### src/crfs_pkg.sv
// Shared constants, codes and controller/datapath interface types.
package crfs_pkg;

   localparam int MAX_RULES = 16;
   localparam int IDX_W     = (MAX_RULES > 1) ? $clog2(MAX_RULES) : 1;
   localparam int CNT_W     = $clog2(MAX_RULES + 1);

   localparam logic [2:0] CSR_RULE_COUNT   = 3'd0;
   localparam logic [2:0] CSR_GROUP_TOPO   = 3'd1;
   localparam logic [2:0] CSR_GROUP_LAYERS = 3'd2;
   localparam logic [2:0] CSR_DEFAULT_ALGO = 3'd3;
   localparam logic [2:0] CSR_TOPO_INVALID = 3'd4;
   localparam logic [2:0] CSR_TOPO_WILD    = 3'd5;

   typedef enum logic [2:0] {
      OP_WR_ATTR   = 3'd0,
      OP_WR_RANK   = 3'd1,
      OP_WR_LAYERS = 3'd2,
      OP_WR_BYTES  = 3'd3,
      OP_SELECT    = 3'd4
   } op_type;

   typedef enum logic [2:0] {
      ST_IDLE,
      ST_SCAN,
      ST_NARROW,
      ST_PICK,
      ST_FINISH
   } state_type;

   typedef struct packed {
      logic             accept;
      logic             scan_rd;
      logic             pick_rd;
      logic             narrow;
      logic             load_rsp;
      logic [IDX_W-1:0] rd_idx;
   } cmd_type;

   typedef struct packed {
      logic             req_select;
      logic             rsp_free;
      logic [CNT_W-1:0] n_rules;
   } sts_type;

endpackage

### src/crfs_ctrl.sv
// Controller: sequences table scan, filter narrowing, priority pick and result load.
module crfs_ctrl (
   input  logic              clock,
   input  logic              reset,
   input  logic              req_valid,
   output logic              req_stall,
   input  crfs_pkg::sts_type sts,
   output crfs_pkg::cmd_type cmd
);

   crfs_pkg::state_type             state_ff, state_in;
   logic [crfs_pkg::CNT_W-1:0]      idx_ff, idx_in;

   always_ff @(posedge clock) begin
      if (reset) begin
         state_ff <= crfs_pkg::ST_IDLE;
         idx_ff   <= '0;
      end else begin
         state_ff <= state_in;
         idx_ff   <= idx_in;
      end
   end

   always_comb begin
      state_in   = state_ff;
      idx_in     = idx_ff;
      req_stall  = 1'b1;
      cmd        = '0;
      cmd.rd_idx = idx_ff[crfs_pkg::IDX_W-1:0];
      case (state_ff)
         crfs_pkg::ST_IDLE: begin
            req_stall = 1'b0;
            if (req_valid) begin
               cmd.accept = 1'b1;
               if (sts.req_select) begin
                  idx_in   = '0;
                  state_in = crfs_pkg::ST_SCAN;
               end
            end
         end
         crfs_pkg::ST_SCAN: begin
            if (idx_ff < sts.n_rules) begin
               cmd.scan_rd = 1'b1;
               idx_in      = idx_ff + 1'b1;
            end else begin
               state_in = crfs_pkg::ST_NARROW;
            end
         end
         crfs_pkg::ST_NARROW: begin
            cmd.narrow = 1'b1;
            idx_in     = '0;
            state_in   = crfs_pkg::ST_PICK;
         end
         crfs_pkg::ST_PICK: begin
            if (idx_ff < sts.n_rules) begin
               cmd.pick_rd = 1'b1;
               idx_in      = idx_ff + 1'b1;
            end else begin
               state_in = crfs_pkg::ST_FINISH;
            end
         end
         crfs_pkg::ST_FINISH: begin
            if (sts.rsp_free) begin
               cmd.load_rsp = 1'b1;
               state_in     = crfs_pkg::ST_IDLE;
            end
         end
         default: begin
            state_in = crfs_pkg::ST_IDLE;
         end
      endcase
   end

endmodule

### src/crfs_dp.sv
// Datapath: rule table, configuration registers, match vectors, pick and result register.
module crfs_dp (
   input  logic                        clock,
   input  logic                        reset,
   input  crfs_pkg::cmd_type           cmd,
   output crfs_pkg::sts_type           sts,
   input  logic                 [2:0]  req_operation,
   input  logic                 [3:0]  req_slot,
   input  logic                 [7:0]  req_rule_engine,
   input  logic                 [31:0] req_rule_topology,
   input  logic signed          [15:0] req_rule_priority,
   input  logic                 [7:0]  req_rule_algo,
   input  logic                 [63:0] req_low_bound,
   input  logic                 [63:0] req_high_bound,
   input  logic                 [7:0]  req_request_engine,
   input  logic                 [15:0] req_rank_size,
   input  logic                 [63:0] req_data_bytes,
   input  logic                        csr_wr_en,
   input  logic                 [2:0]  csr_index,
   input  logic                 [31:0] csr_wdata,
   output logic                        rsp_valid,
   input  logic                        rsp_stall,
   output logic                 [7:0]  rsp_selected_algo,
   output logic                        rsp_fell_back,
   output logic                 [4:0]  rsp_survivors
);

   localparam int N = crfs_pkg::MAX_RULES;

   // configuration
   logic [4:0]  rule_count_ff;
   logic [31:0] group_topo_ff;
   logic [3:0]  group_layers_ff;
   logic [7:0]  default_algo_ff;
   logic [31:0] topo_invalid_ff;
   logic [31:0] topo_wild_ff;

   // rule table
   logic        [7:0]  mem_engine   [N];
   logic        [31:0] mem_topo     [N];
   logic signed [15:0] mem_prio     [N];
   logic        [7:0]  mem_algo     [N];
   logic        [15:0] mem_rank_lo  [N];
   logic        [15:0] mem_rank_hi  [N];
   logic        [3:0]  mem_lay_lo   [N];
   logic        [3:0]  mem_lay_hi   [N];
   logic        [63:0] mem_bytes_lo [N];
   logic        [63:0] mem_bytes_hi [N];

   logic        [7:0]  rd_engine_ff;
   logic        [31:0] rd_topo_ff;
   logic signed [15:0] rd_prio_ff;
   logic        [7:0]  rd_algo_ff;
   logic        [15:0] rd_rank_lo_ff;
   logic        [15:0] rd_rank_hi_ff;
   logic        [3:0]  rd_lay_lo_ff;
   logic        [3:0]  rd_lay_hi_ff;
   logic        [63:0] rd_bytes_lo_ff;
   logic        [63:0] rd_bytes_hi_ff;

   logic [crfs_pkg::IDX_W-1:0] wr_idx;
   logic                       wr_ok;
   logic [15:0]                sat_rank_lo, sat_rank_hi;
   logic [3:0]                 sat_lay_lo, sat_lay_hi;

   // select request
   logic [7:0]  sel_engine_ff;
   logic [15:0] sel_ranks_ff;
   logic [63:0] sel_bytes_ff;

   // scan and pick
   logic                       scan_v_ff, pick_v_ff;
   logic [crfs_pkg::IDX_W-1:0] idx_d_ff;
   logic [N-1:0]               cand_ff, cand_in;
   logic [N-1:0]               m_eng_ff, m_rank_ff, m_lay_ff, m_topo_ff, m_bytes_ff;
   logic                       hit_eng, hit_rank, hit_lay, hit_topo, hit_bytes;
   logic [crfs_pkg::CNT_W-1:0] count_ff;
   logic                       found_ff;
   logic signed [15:0]         best_prio_ff;
   logic [7:0]                 best_algo_ff;

   logic                       rsp_valid_ff;
   logic [7:0]                 rsp_algo_ff;
   logic                       rsp_fb_ff;
   logic [4:0]                 rsp_surv_ff;

   function automatic logic [N-1:0] narrow(input logic [N-1:0] cand,
                                           input logic [N-1:0] match);
      logic [N-1:0] kept;
      kept = cand & match;
      return (kept != '0) ? kept : cand;
   endfunction

   always_ff @(posedge clock) begin
      if (reset) begin
         rule_count_ff   <= '0;
         group_topo_ff   <= 32'hFFFF_FFFF;
         group_layers_ff <= '0;
         default_algo_ff <= '0;
         topo_invalid_ff <= 32'hFFFF_FFFF;
         topo_wild_ff    <= 32'hFFFF_FFFE;
      end else if (csr_wr_en) begin
         case (csr_index)
            crfs_pkg::CSR_RULE_COUNT:   rule_count_ff   <= csr_wdata[4:0];
            crfs_pkg::CSR_GROUP_TOPO:   group_topo_ff   <= csr_wdata;
            crfs_pkg::CSR_GROUP_LAYERS: group_layers_ff <= csr_wdata[3:0];
            crfs_pkg::CSR_DEFAULT_ALGO: default_algo_ff <= csr_wdata[7:0];
            crfs_pkg::CSR_TOPO_INVALID: topo_invalid_ff <= csr_wdata;
            crfs_pkg::CSR_TOPO_WILD:    topo_wild_ff    <= csr_wdata;
            default: ;
         endcase
      end
   end

   assign wr_idx      = crfs_pkg::IDX_W'(req_slot);
   assign wr_ok       = (32'(req_slot) < 32'(N));
   assign sat_rank_lo = (req_low_bound[63:16] != '0)  ? 16'hFFFF : req_low_bound[15:0];
   assign sat_rank_hi = (req_high_bound[63:16] != '0) ? 16'hFFFF : req_high_bound[15:0];
   assign sat_lay_lo  = (req_low_bound[63:4] != '0)   ? 4'hF : req_low_bound[3:0];
   assign sat_lay_hi  = (req_high_bound[63:4] != '0)  ? 4'hF : req_high_bound[3:0];

   always_ff @(posedge clock) begin
      if (cmd.accept && wr_ok) begin
         case (req_operation)
            crfs_pkg::OP_WR_ATTR: begin
               mem_engine[wr_idx] <= req_rule_engine;
               mem_topo[wr_idx]   <= req_rule_topology;
               mem_prio[wr_idx]   <= req_rule_priority;
               mem_algo[wr_idx]   <= req_rule_algo;
            end
            crfs_pkg::OP_WR_RANK: begin
               mem_rank_lo[wr_idx] <= sat_rank_lo;
               mem_rank_hi[wr_idx] <= sat_rank_hi;
            end
            crfs_pkg::OP_WR_LAYERS: begin
               mem_lay_lo[wr_idx] <= sat_lay_lo;
               mem_lay_hi[wr_idx] <= sat_lay_hi;
            end
            crfs_pkg::OP_WR_BYTES: begin
               mem_bytes_lo[wr_idx] <= req_low_bound;
               mem_bytes_hi[wr_idx] <= req_high_bound;
            end
            default: ;
         endcase
      end
      rd_engine_ff   <= mem_engine[cmd.rd_idx];
      rd_topo_ff     <= mem_topo[cmd.rd_idx];
      rd_prio_ff     <= mem_prio[cmd.rd_idx];
      rd_algo_ff     <= mem_algo[cmd.rd_idx];
      rd_rank_lo_ff  <= mem_rank_lo[cmd.rd_idx];
      rd_rank_hi_ff  <= mem_rank_hi[cmd.rd_idx];
      rd_lay_lo_ff   <= mem_lay_lo[cmd.rd_idx];
      rd_lay_hi_ff   <= mem_lay_hi[cmd.rd_idx];
      rd_bytes_lo_ff <= mem_bytes_lo[cmd.rd_idx];
      rd_bytes_hi_ff <= mem_bytes_hi[cmd.rd_idx];
   end

   always_ff @(posedge clock) begin
      if (cmd.accept) begin
         sel_engine_ff <= req_request_engine;
         sel_ranks_ff  <= req_rank_size;
         sel_bytes_ff  <= req_data_bytes;
      end
      idx_d_ff <= cmd.rd_idx;
   end

   assign hit_eng   = (rd_engine_ff == 8'd0) || (rd_engine_ff == sel_engine_ff);
   assign hit_rank  = (sel_ranks_ff >= rd_rank_lo_ff) && (sel_ranks_ff <= rd_rank_hi_ff);
   assign hit_lay   = (group_layers_ff == 4'd0) ||
                      ((rd_lay_lo_ff <= group_layers_ff) && (rd_lay_hi_ff >= group_layers_ff));
   assign hit_topo  = (group_topo_ff == topo_invalid_ff) || (rd_topo_ff == topo_wild_ff) ||
                      (rd_topo_ff == group_topo_ff);
   assign hit_bytes = (sel_bytes_ff >= rd_bytes_lo_ff) && (sel_bytes_ff <= rd_bytes_hi_ff);

   always_comb begin
      cand_in = cand_ff;
      cand_in = narrow(cand_in, m_eng_ff);
      cand_in = narrow(cand_in, m_rank_ff);
      cand_in = narrow(cand_in, m_lay_ff);
      cand_in = narrow(cand_in, m_topo_ff);
      cand_in = narrow(cand_in, m_bytes_ff);
   end

   always_ff @(posedge clock) begin
      if (reset) begin
         scan_v_ff <= 1'b0;
         pick_v_ff <= 1'b0;
      end else begin
         scan_v_ff <= cmd.scan_rd;
         pick_v_ff <= cmd.pick_rd;
      end
   end

   always_ff @(posedge clock) begin
      if (cmd.accept) begin
         cand_ff    <= '0;
         m_eng_ff   <= '0;
         m_rank_ff  <= '0;
         m_lay_ff   <= '0;
         m_topo_ff  <= '0;
         m_bytes_ff <= '0;
      end else if (scan_v_ff) begin
         cand_ff[idx_d_ff]    <= 1'b1;
         m_eng_ff[idx_d_ff]   <= hit_eng;
         m_rank_ff[idx_d_ff]  <= hit_rank;
         m_lay_ff[idx_d_ff]   <= hit_lay;
         m_topo_ff[idx_d_ff]  <= hit_topo;
         m_bytes_ff[idx_d_ff] <= hit_bytes;
      end else if (cmd.narrow) begin
         cand_ff <= cand_in;
      end
   end

   always_ff @(posedge clock) begin
      if (cmd.narrow) begin
         count_ff <= '0;
         found_ff <= 1'b0;
      end else if (pick_v_ff && cand_ff[idx_d_ff]) begin
         count_ff <= count_ff + 1'b1;
         found_ff <= 1'b1;
         if (!found_ff || (rd_prio_ff > best_prio_ff)) begin
            best_prio_ff <= rd_prio_ff;
            best_algo_ff <= rd_algo_ff;
         end
      end
   end

   always_ff @(posedge clock) begin
      if (reset) begin
         rsp_valid_ff <= 1'b0;
      end else if (cmd.load_rsp) begin
         rsp_valid_ff <= 1'b1;
      end else if (!rsp_stall) begin
         rsp_valid_ff <= 1'b0;
      end
   end

   always_ff @(posedge clock) begin
      if (cmd.load_rsp) begin
         if (found_ff) begin
            rsp_algo_ff <= best_algo_ff;
            rsp_fb_ff   <= 1'b0;
            rsp_surv_ff <= 5'(count_ff);
         end else begin
            rsp_algo_ff <= default_algo_ff;
            rsp_fb_ff   <= 1'b1;
            rsp_surv_ff <= '0;
         end
      end
   end

   assign sts.req_select = (req_operation == crfs_pkg::OP_SELECT);
   assign sts.rsp_free   = !rsp_valid_ff || !rsp_stall;
   assign sts.n_rules    = (32'(rule_count_ff) > 32'(N)) ? crfs_pkg::CNT_W'(N)
                                                         : crfs_pkg::CNT_W'(rule_count_ff);

   assign rsp_valid         = rsp_valid_ff;
   assign rsp_selected_algo = rsp_algo_ff;
   assign rsp_fell_back     = rsp_fb_ff;
   assign rsp_survivors     = rsp_surv_ff;

endmodule

### src/cascaded_rule_filter_selector.sv
// Top level: rule table selector, controller plus datapath.
// Table writes (operations 0 to 3) are accepted back to back. A select
// stalls further requests until its result is loaded; the rule count is
// capped at the table depth. The single table read port is walked once to
// build the five match vectors, the cascade of filters is then applied in
// the narrow state, and the port is walked again for the priority pick and
// survivor count. The result sits in an output register, so writes are
// still accepted while it waits; a following select waits for that register
// to drain before finishing.
module cascaded_rule_filter_selector (
   input  logic               clock,
   input  logic               reset,
   input  logic               req_valid,
   output logic               req_stall,
   input  logic        [2:0]  req_operation,
   input  logic        [3:0]  req_slot,
   input  logic        [7:0]  req_rule_engine,
   input  logic        [31:0] req_rule_topology,
   input  logic signed [15:0] req_rule_priority,
   input  logic        [7:0]  req_rule_algo,
   input  logic        [63:0] req_low_bound,
   input  logic        [63:0] req_high_bound,
   input  logic        [7:0]  req_request_engine,
   input  logic        [15:0] req_rank_size,
   input  logic        [63:0] req_data_bytes,
   output logic               rsp_valid,
   input  logic               rsp_stall,
   output logic        [7:0]  rsp_selected_algo,
   output logic               rsp_fell_back,
   output logic        [4:0]  rsp_survivors,
   input  logic               csr_wr_en,
   input  logic        [2:0]  csr_index,
   input  logic        [31:0] csr_wdata
);

   crfs_pkg::cmd_type cmd;
   crfs_pkg::sts_type sts;

   crfs_ctrl u_ctrl (
      .clock     (clock),
      .reset     (reset),
      .req_valid (req_valid),
      .req_stall (req_stall),
      .sts       (sts),
      .cmd       (cmd)
   );

   crfs_dp u_dp (
      .clock              (clock),
      .reset              (reset),
      .cmd                (cmd),
      .sts                (sts),
      .req_operation      (req_operation),
      .req_slot           (req_slot),
      .req_rule_engine    (req_rule_engine),
      .req_rule_topology  (req_rule_topology),
      .req_rule_priority  (req_rule_priority),
      .req_rule_algo      (req_rule_algo),
      .req_low_bound      (req_low_bound),
      .req_high_bound     (req_high_bound),
      .req_request_engine (req_request_engine),
      .req_rank_size      (req_rank_size),
      .req_data_bytes     (req_data_bytes),
      .csr_wr_en          (csr_wr_en),
      .csr_index          (csr_index),
      .csr_wdata          (csr_wdata),
      .rsp_valid          (rsp_valid),
      .rsp_stall          (rsp_stall),
      .rsp_selected_algo  (rsp_selected_algo),
      .rsp_fell_back      (rsp_fell_back),
      .rsp_survivors      (rsp_survivors)
   );

endmodule

### config.mk
export PLATFORM = sky130hd
export DESIGN_NAME = cascaded_rule_filter_selector
export DESIGN_NICKNAME = d
export VERILOG_FILES = /design/src/crfs_pkg.sv /design/src/crfs_ctrl.sv /design/src/crfs_dp.sv /design/src/cascaded_rule_filter_selector.sv
export SDC_FILE = /design/constraint.sdc
export NUM_CORES = 2
export LEC_CHECK = 0
export ABC_AREA = 1
export ABC_CLOCK_PERIOD_IN_PS = 7100
export BUFFER_PORTS_ARGS = -buffer_cell sky130_fd_sc_hd__buf_2
export CAP_MARGIN = 20
export CORE_MARGIN = 5
export CORE_UTILIZATION = 56
export DETAILED_ROUTE_END_ITERATION = 12
export HOLD_SLACK_MARGIN = 0.12
export PLACE_DENSITY = 0.75
export SLEW_MARGIN = 20
export SYNTH_ARGS = -nofsm -noshare
export SYNTH_HDL_FRONTEND = slang
export SYNTH_SLANG_ARGS = --single-unit
### constraint.sdc
create_clock -name clock -period 7.1 [get_ports clock]
set_input_delay 0.355 -clock clock [delete_from_list [all_inputs] [get_ports clock]]
set_output_delay 0.355 -clock clock [all_outputs]
set_load 0.03 [all_outputs]
# Yosys cells after proc, flatten, opt, wreduce, memory -nomap -nowiden
# Memory sizes are Yosys's and may differ from the RTL's. A register that Yosys moved wholly into a read port is not among the register bits.
# Index checks and enable logic that the tools add are counted.
dict set report classes {
  mul 0
  eq_ne 24
  add_sub_neg 2
  n_reduce_logical 42
  div_mod_pow 0
  order_cmp 11
  shifts 0
  n_bitwise 9
  n_mux 54
}
# operator n
set ops {}
lappend ops {{$mux W16} 9}
lappend ops {{$reduce_bool A60 Y1} 2}
lappend ops {{$eq A32 B32 Y1} 3}
lappend ops {{$reduce_bool A48 Y1} 2}
lappend ops {{$and A16 B16 Y16} 5}
lappend ops {{$bwmux W16} 5}
lappend ops {{$reduce_bool A16 Y1} 5}
lappend ops {{$ge A64 B64 Y1} 1}
lappend ops {{$le A64 B64 Y1} 1}
lappend ops {{$mux W1} 24}
lappend ops {{$mux W5} 4}
lappend ops {{$eq A3 B2 Y1 const B} 6}
lappend ops {{$ge A16 B16 Y1} 1}
lappend ops {{$gt A16 B16 Y1} 1}
lappend ops {{$le A16 B16 Y1} 1}
lappend ops {{$or A16 B16 Y16} 1}
lappend ops {{$mux W3} 5}
lappend ops {{$pmux W3 S5} 1}
lappend ops {{$pmux W5 S3} 1}
lappend ops {{$eq A3 B3 Y1 const B} 4}
lappend ops {{$reduce_and A2 Y1} 6}
lappend ops {{$add A5 B1 Y5 const B} 2}
lappend ops {{$ne A2 B2 Y1 const B} 5}
lappend ops {{$eq A3 B1 Y1 const B} 3}
lappend ops {{25 further kinds} 44}
dict set report word_totals {
  latch_bits 0
  ramBits 3712
  n_memories 10
  out_inout_bits 16
  inputBits 327
  regBits 356
  wordCells 180
  mem_bits_ro 0
}
# memory words width read_ports rd_ports_with_merged_regs wr line_no
set memory_table {}
lappend memory_table {u_dp.mem_bytes_hi 16 64 1 1 1 crfs_dp.sv:48} ;# logic [63:0] mem_bytes_hi [N];
lappend memory_table {u_dp.mem_bytes_lo 16 64 1 1 1 crfs_dp.sv:47} ;# logic [63:0] mem_bytes_lo [N];
lappend memory_table {u_dp.mem_topo 16 32 1 1 1 crfs_dp.sv:40} ;# logic [31:0] mem_topo [N];
lappend memory_table {u_dp.mem_prio 16 16 1 1 1 crfs_dp.sv:41} ;# logic signed [15:0] mem_prio [N];
lappend memory_table {u_dp.mem_rank_hi 16 16 1 1 1 crfs_dp.sv:44} ;# logic [15:0] mem_rank_hi [N];
lappend memory_table {u_dp.mem_rank_lo 16 16 1 1 1 crfs_dp.sv:43} ;# logic [15:0] mem_rank_lo [N];
lappend memory_table {{4 more memories} - - - - - -}

# Longest topological paths before layout
dict set report depth {
  word_depth 17
  ltp_mapped 36
  mapped_depth_nobuf 34
}

# Hierarchy
# From an unflattened synthesis, not the netlist that was laid out.
dict set report hier_totals {
  hier_cells 13001
  area_unflattened_um2 167892.3
}
# module seq_area_each_um2 cells_each n_inst area_per_inst_um2
set by_module_without_submodules {}
lappend by_module_without_submodules {crfs_dp 124339.3 12899 1 167214.1}
lappend by_module_without_submodules {crfs_ctrl 160.2 102 1 678.2}

# Worst setup path before layout
# Ideal clock, no wire load.
dict set report synth_timing {
  kind {flip-flop to flip-flop}
  startpoint {register u_ctrl.state_ff[2]}
  endpoint {memory u_dp.mem_bytes_hi[10][0], enable pin}
  setup_time_ns 0.617
  path_slack_ns -0.285
  stages_incl_launch_ff 9
  synth_period_minus_slack_ns 7.385
  path_buffers 1
  arrival_ns 6.767
  cell_sequence {dfxtp_1 nor2_1 inv_1 nor2_1 inv_1 nor2_1 nand4_1 clkbuf_1 nor2_1}
}
dict set report synth_between {
  elab_chain_len 4
}
# element line_no
set synth_lines {}
lappend synth_lines {{start, declared} crfs_ctrl.sv:11} ;# crfs_pkg::state_type state_ff, state_in;
lappend synth_lines {{start signal, assigned} crfs_ctrl.sv:16} ;# state_ff <= crfs_pkg::ST_IDLE;
lappend synth_lines {{start signal, assigned} crfs_ctrl.sv:19} ;# state_ff <= state_in;
lappend synth_lines {{$logic_not A3 Y1} crfs_ctrl.sv:30} ;# case (state_ff)
lappend synth_lines {{$mux W1} crfs_ctrl.sv:30}
lappend synth_lines {{$mux W1} crfs_dp.sv:123} ;# if (cmd.accept && wr_ok) begin
lappend synth_lines {{$mux W1 (not written as such)} crfs_dp.sv:141} ;# mem_bytes_hi[wr_idx] <= req_high_bound;
lappend synth_lines {{end, declared} crfs_dp.sv:48}
# No other way between the ends.

# Worst setup path in the final report
dict set report layout_timing {
  startpoint {register u_dp.cand_ff[4]}
  endpoint {register u_dp.cand_ff[5]}
}
dict set report layout_between {
  elab_chain_len 17
}
# element line_no
set layout_lines {}
lappend layout_lines {{start, declared} crfs_dp.sv:74} ;# logic [N-1:0] cand_ff, cand_in;
lappend layout_lines {{start signal, assigned} crfs_dp.sv:210} ;# cand_ff <= cand_in;
lappend layout_lines {{$and A16 B16 Y16} crfs_dp.sv:90} ;# kept = cand & match;
lappend layout_lines {{$reduce_bool A16 Y1} crfs_dp.sv:91} ;# return (kept != '0) ? kept : cand;
lappend layout_lines {{$mux W16 *} crfs_dp.sv:91}
lappend layout_lines {{$and A16 B16 Y16} crfs_dp.sv:90}
lappend layout_lines {{$reduce_bool A16 Y1} crfs_dp.sv:91}
lappend layout_lines {{$mux W16 *} crfs_dp.sv:91}
lappend layout_lines {{$and A16 B16 Y16} crfs_dp.sv:90}
lappend layout_lines {{$reduce_bool A16 Y1} crfs_dp.sv:91}
lappend layout_lines {{$mux W16 *} crfs_dp.sv:91}
lappend layout_lines {{$and A16 B16 Y16} crfs_dp.sv:90}
lappend layout_lines {{$reduce_bool A16 Y1} crfs_dp.sv:91}
lappend layout_lines {{$mux W16 *} crfs_dp.sv:91}
lappend layout_lines {{$and A16 B16 Y16} crfs_dp.sv:90}
lappend layout_lines {{$reduce_bool A16 Y1} crfs_dp.sv:91}
lappend layout_lines {{$mux W16 *} crfs_dp.sv:91}
lappend layout_lines {{$mux W16 *} crfs_dp.sv:209} ;# end else if (cmd.narrow) begin
lappend layout_lines {{$mux W16 *} crfs_dp.sv:202} ;# end else if (scan_v_ff) begin
# Mark *: on every way between the ends. The rest lies on a longest branch, timed or not. The select of a mux whose other input is x is not followed.
# A chain may end at the register's enable or synchronous reset.

==> results.json <==
{
  "outcome": "completed",
  "cts_tree": "yes",
  "path_class": "reg2reg",
  "max_freq_ghz": 0.1698,
  "post-synth-top-count-cell": "edfxtp_1",
  "syn_area_um2": 168300,
  "slew-limit-headroom_pct": 13.20,
  "fin_total_pwr_mw": 60.36,
  "cts_root_buffer": "clkbuf_16",
  "grtUsageTotal_pct": 28.91,
  "drtIter0Drc": 17180,
  "max_cap_viol_count": 0,
  "holdWs_ns": 0.1754,
  "gp_congestion": 0.8967,
  "initial_core_util_pct": 56.19,
  "io_buffers": 342,
  "cts_sinks": 4300,
  "min_period_over_period_pct": 82.95,
  "critPathCaptureType": "flip-flop",
  "cts.reportedPaths.clkPinSlew_ns": 0.06,
  "worstPathArrival_ns": 6.74,
  "antenna_found_initial": 73,
  "synth-edff-count": 3838,
  "synth_cells": 12570,
  "crit_slowest_cell": "nor2_4",
  "critPathMaxFanout": 17,
  "syn_nets": 13080,
  "synthDistinctLibCells": 51,
  "synth_top_cell_by_area": "edfxtp_1",
  "slew_violations": 0,
  "area_delta_synth_final_pct": 14.05,
  "ir_worst_vdd_mv": 0.2107,
  "core_um2": 299500,
  "yosysTopAreaCellShare_pct": 68.48,
  "cpPeakStageDelay_ns": 0.44,
  "ios": 343,
  "layout-drive-gt1-share_pct": 9.632,
  "synth.yosys.seq_area_share_pct": 73.98,
  "die_area_um2": 311600,
  "finalSetupViolations": 0,
  "synth-main-ff-cell": "edfxtp_1",
  "final-hold-violation-count": 0,
  "htreeDepth": 5,
  "routed_via_density": 6.369,
  "route.detailed.drc": 0,
  "synthTopCellsByArea": "edfxtp_1 68%, dfxtp_1 5.5%, nor2_1 5.1%",
  "async_flop_share_pct": 0,
  "rsz0062_at_grt": "false",
  "num_vias": 111100,
  "grt_max_degree": 241,
  "seq_area_um2": 124500,
  "required_ns": 7.95,
  "die_h_um": 558.2,
  "grt_pass1_wl_um": 680200,
  "dp_hpwl_um": 248000,
  "wl_per_cell_um": 26.58,
  "grt_pass1_vias": 108500,
  "layout.nets": 13590,
  "synth.avg_cell_area_um2": 13.39,
  "placementRows": 201,
  "timing.critical_path.mode_cell": "nand2_1",
  "ys_ff_latch": 4300,
  "power_density_nw_per_um2": 314.5,
  "clock_skew_ns": 0.07849,
  "die_w_um": 558.2,
  "fillCellCount": 20440,
  "tightest_slew_ns": 1.302,
  "hold_path_class": "in2reg",
  "crit_path_start_kind": "flip-flop",
  "overflow": 0,
  "cts_buffer_depth": 4,
  "leakagePower_nw": 65.59,
  "synth_commonest_cells": "3838 x edfxtp_1, 2309 x nor2_1, 1097 x o21ai_0",
  "ctsResizeCount": 0,
  "drt-total-wl_um": 463500,
  "numCtsBuffers": 414,
  "dr.pass1.iters": 8,
  "period_minus_slack_ns": 5.889,
  "drtAntennaViolNets": 0,
  "ys_warn_count": 0,
  "place_area_um2": 174100,
  "multi_input_area_um2": 39800,
  "final_area_um2": 191900,
  "clock_latency_ns": 0.97
}
==> timing repair <==
item                                   in CTS  in global routing
buffers inserted                            0                  0
hold buffers                              363                  0
endpoints found under the hold margin    3295                  0
==> area by class of cell <==
cell class | count | area share, %
Timing Repair Buffer | 864 | 3.673
Clock buffer | 571 | 6.041
Tap cell | 3958 | 2.580
Sequential cell | 4300 | 64.87
Multi-Input combinational cell | 7106 | 20.74
Clock inverter | 210 | 1.269
Antenna cell | 47 | 0.06128
Inverter | 384 | 0.7673
==> where the power goes <==
group	switching, mW	total, mW	internal (mW)
sequential	0.886	29.4	28.5
clock	9.51	22.5	13.0
combinational	5.71	8.53	2.82
==> sequential cells by signal, summed over array words and instances (netlist names), 128 cells and up <==
signal,cells
u_dp.mem_topo,512
u_dp.mem_bytes_lo,1024
u_dp.mem_rank_hi,256
u_dp.mem_rank_lo,256
u_dp.mem_bytes_hi,1024
u_dp.mem_engine,128
u_dp.mem_prio,256
u_dp.mem_algo,128
==> cell families after synthesis <==
family | Yosys count | synth area share [%]
DFF | 4300 | 73.98
and+or+nand+nor | 4092 | 9.867
AOI/OAI and AO/OA | 2355 | 9.397
buffers and inverters | 1160 | 2.626
muxes | 379 | 2.254
adders and majority gates | 190 | 1.413
xor gates and xnor gates | 90 | 0.4684
==> worst max-delay path: cells and delay by family (launching register included) <==
kind,cells,cell delay [ns]
AO/OA/AOI/OAI,2,0.38
buffers and inverters,1,0.24
flip-flops,1,0.33
AND/OR/NAND/NOR,28,4.82
==> stage by stage <==
step / worst slack (ns) / setup TNS (ns) / utilization [%] / cells
6_report: 1.211 / 0 / 64.08 / 17440
5_1_grt: 0.6021 / 0 / 64.07 / 17430
4_1_cts: 1.282 / 0 / 64.03 / 17390
3_5_place_dp: 1.298 / 0 / 58.13 / 16250
3_3_place_gp: 1.350 / 0 / 58.11 / 16240
2_1_floorplan: -0.2847 / -435.21 / - / 12570
==> cell usage in the layout, fill, tap and decap left out, types with 379 or more instances in the layout <==
cell type  count
edfxtp_1    3838
nand2_1     1044
mux2i_1      379
dfxtp_1      459
nand3_1      546
o221ai_1     388
o21ai_0     1096
nor2_1      2255
clkbuf_16    423
o32ai_1      549
==> worst paths after layout <==
path / startpoint / endpoint / slack [ns] / cells past startpoint
max reg2reg: u_dp.cand_ff[4] / u_dp.cand_ff[5] / 1.21 / 31
max: u_dp.cand_ff[4] / u_dp.cand_ff[5] / 1.21 / 31
min reg2reg: u_dp.rd_algo_ff[4] / u_dp.best_algo_ff[4] / 0.40 / 0
min: req_request_engine[3] / u_dp.sel_engine_ff[3] / 0.18 / 2
==> routing by layer <==
layer / GRT usage [%] / up-vias / wire length [um]
met4: 12.28 / 16 / 19090
li1: - / 47820 / -
met3: 5.761 / 1090 / 53020
met1: 40.38 / 55110 / 177000
met5: 0 / - / 105
met2: 44.80 / 7045 / 214200
Note: power is estimated with default switching activity, not from simulation.
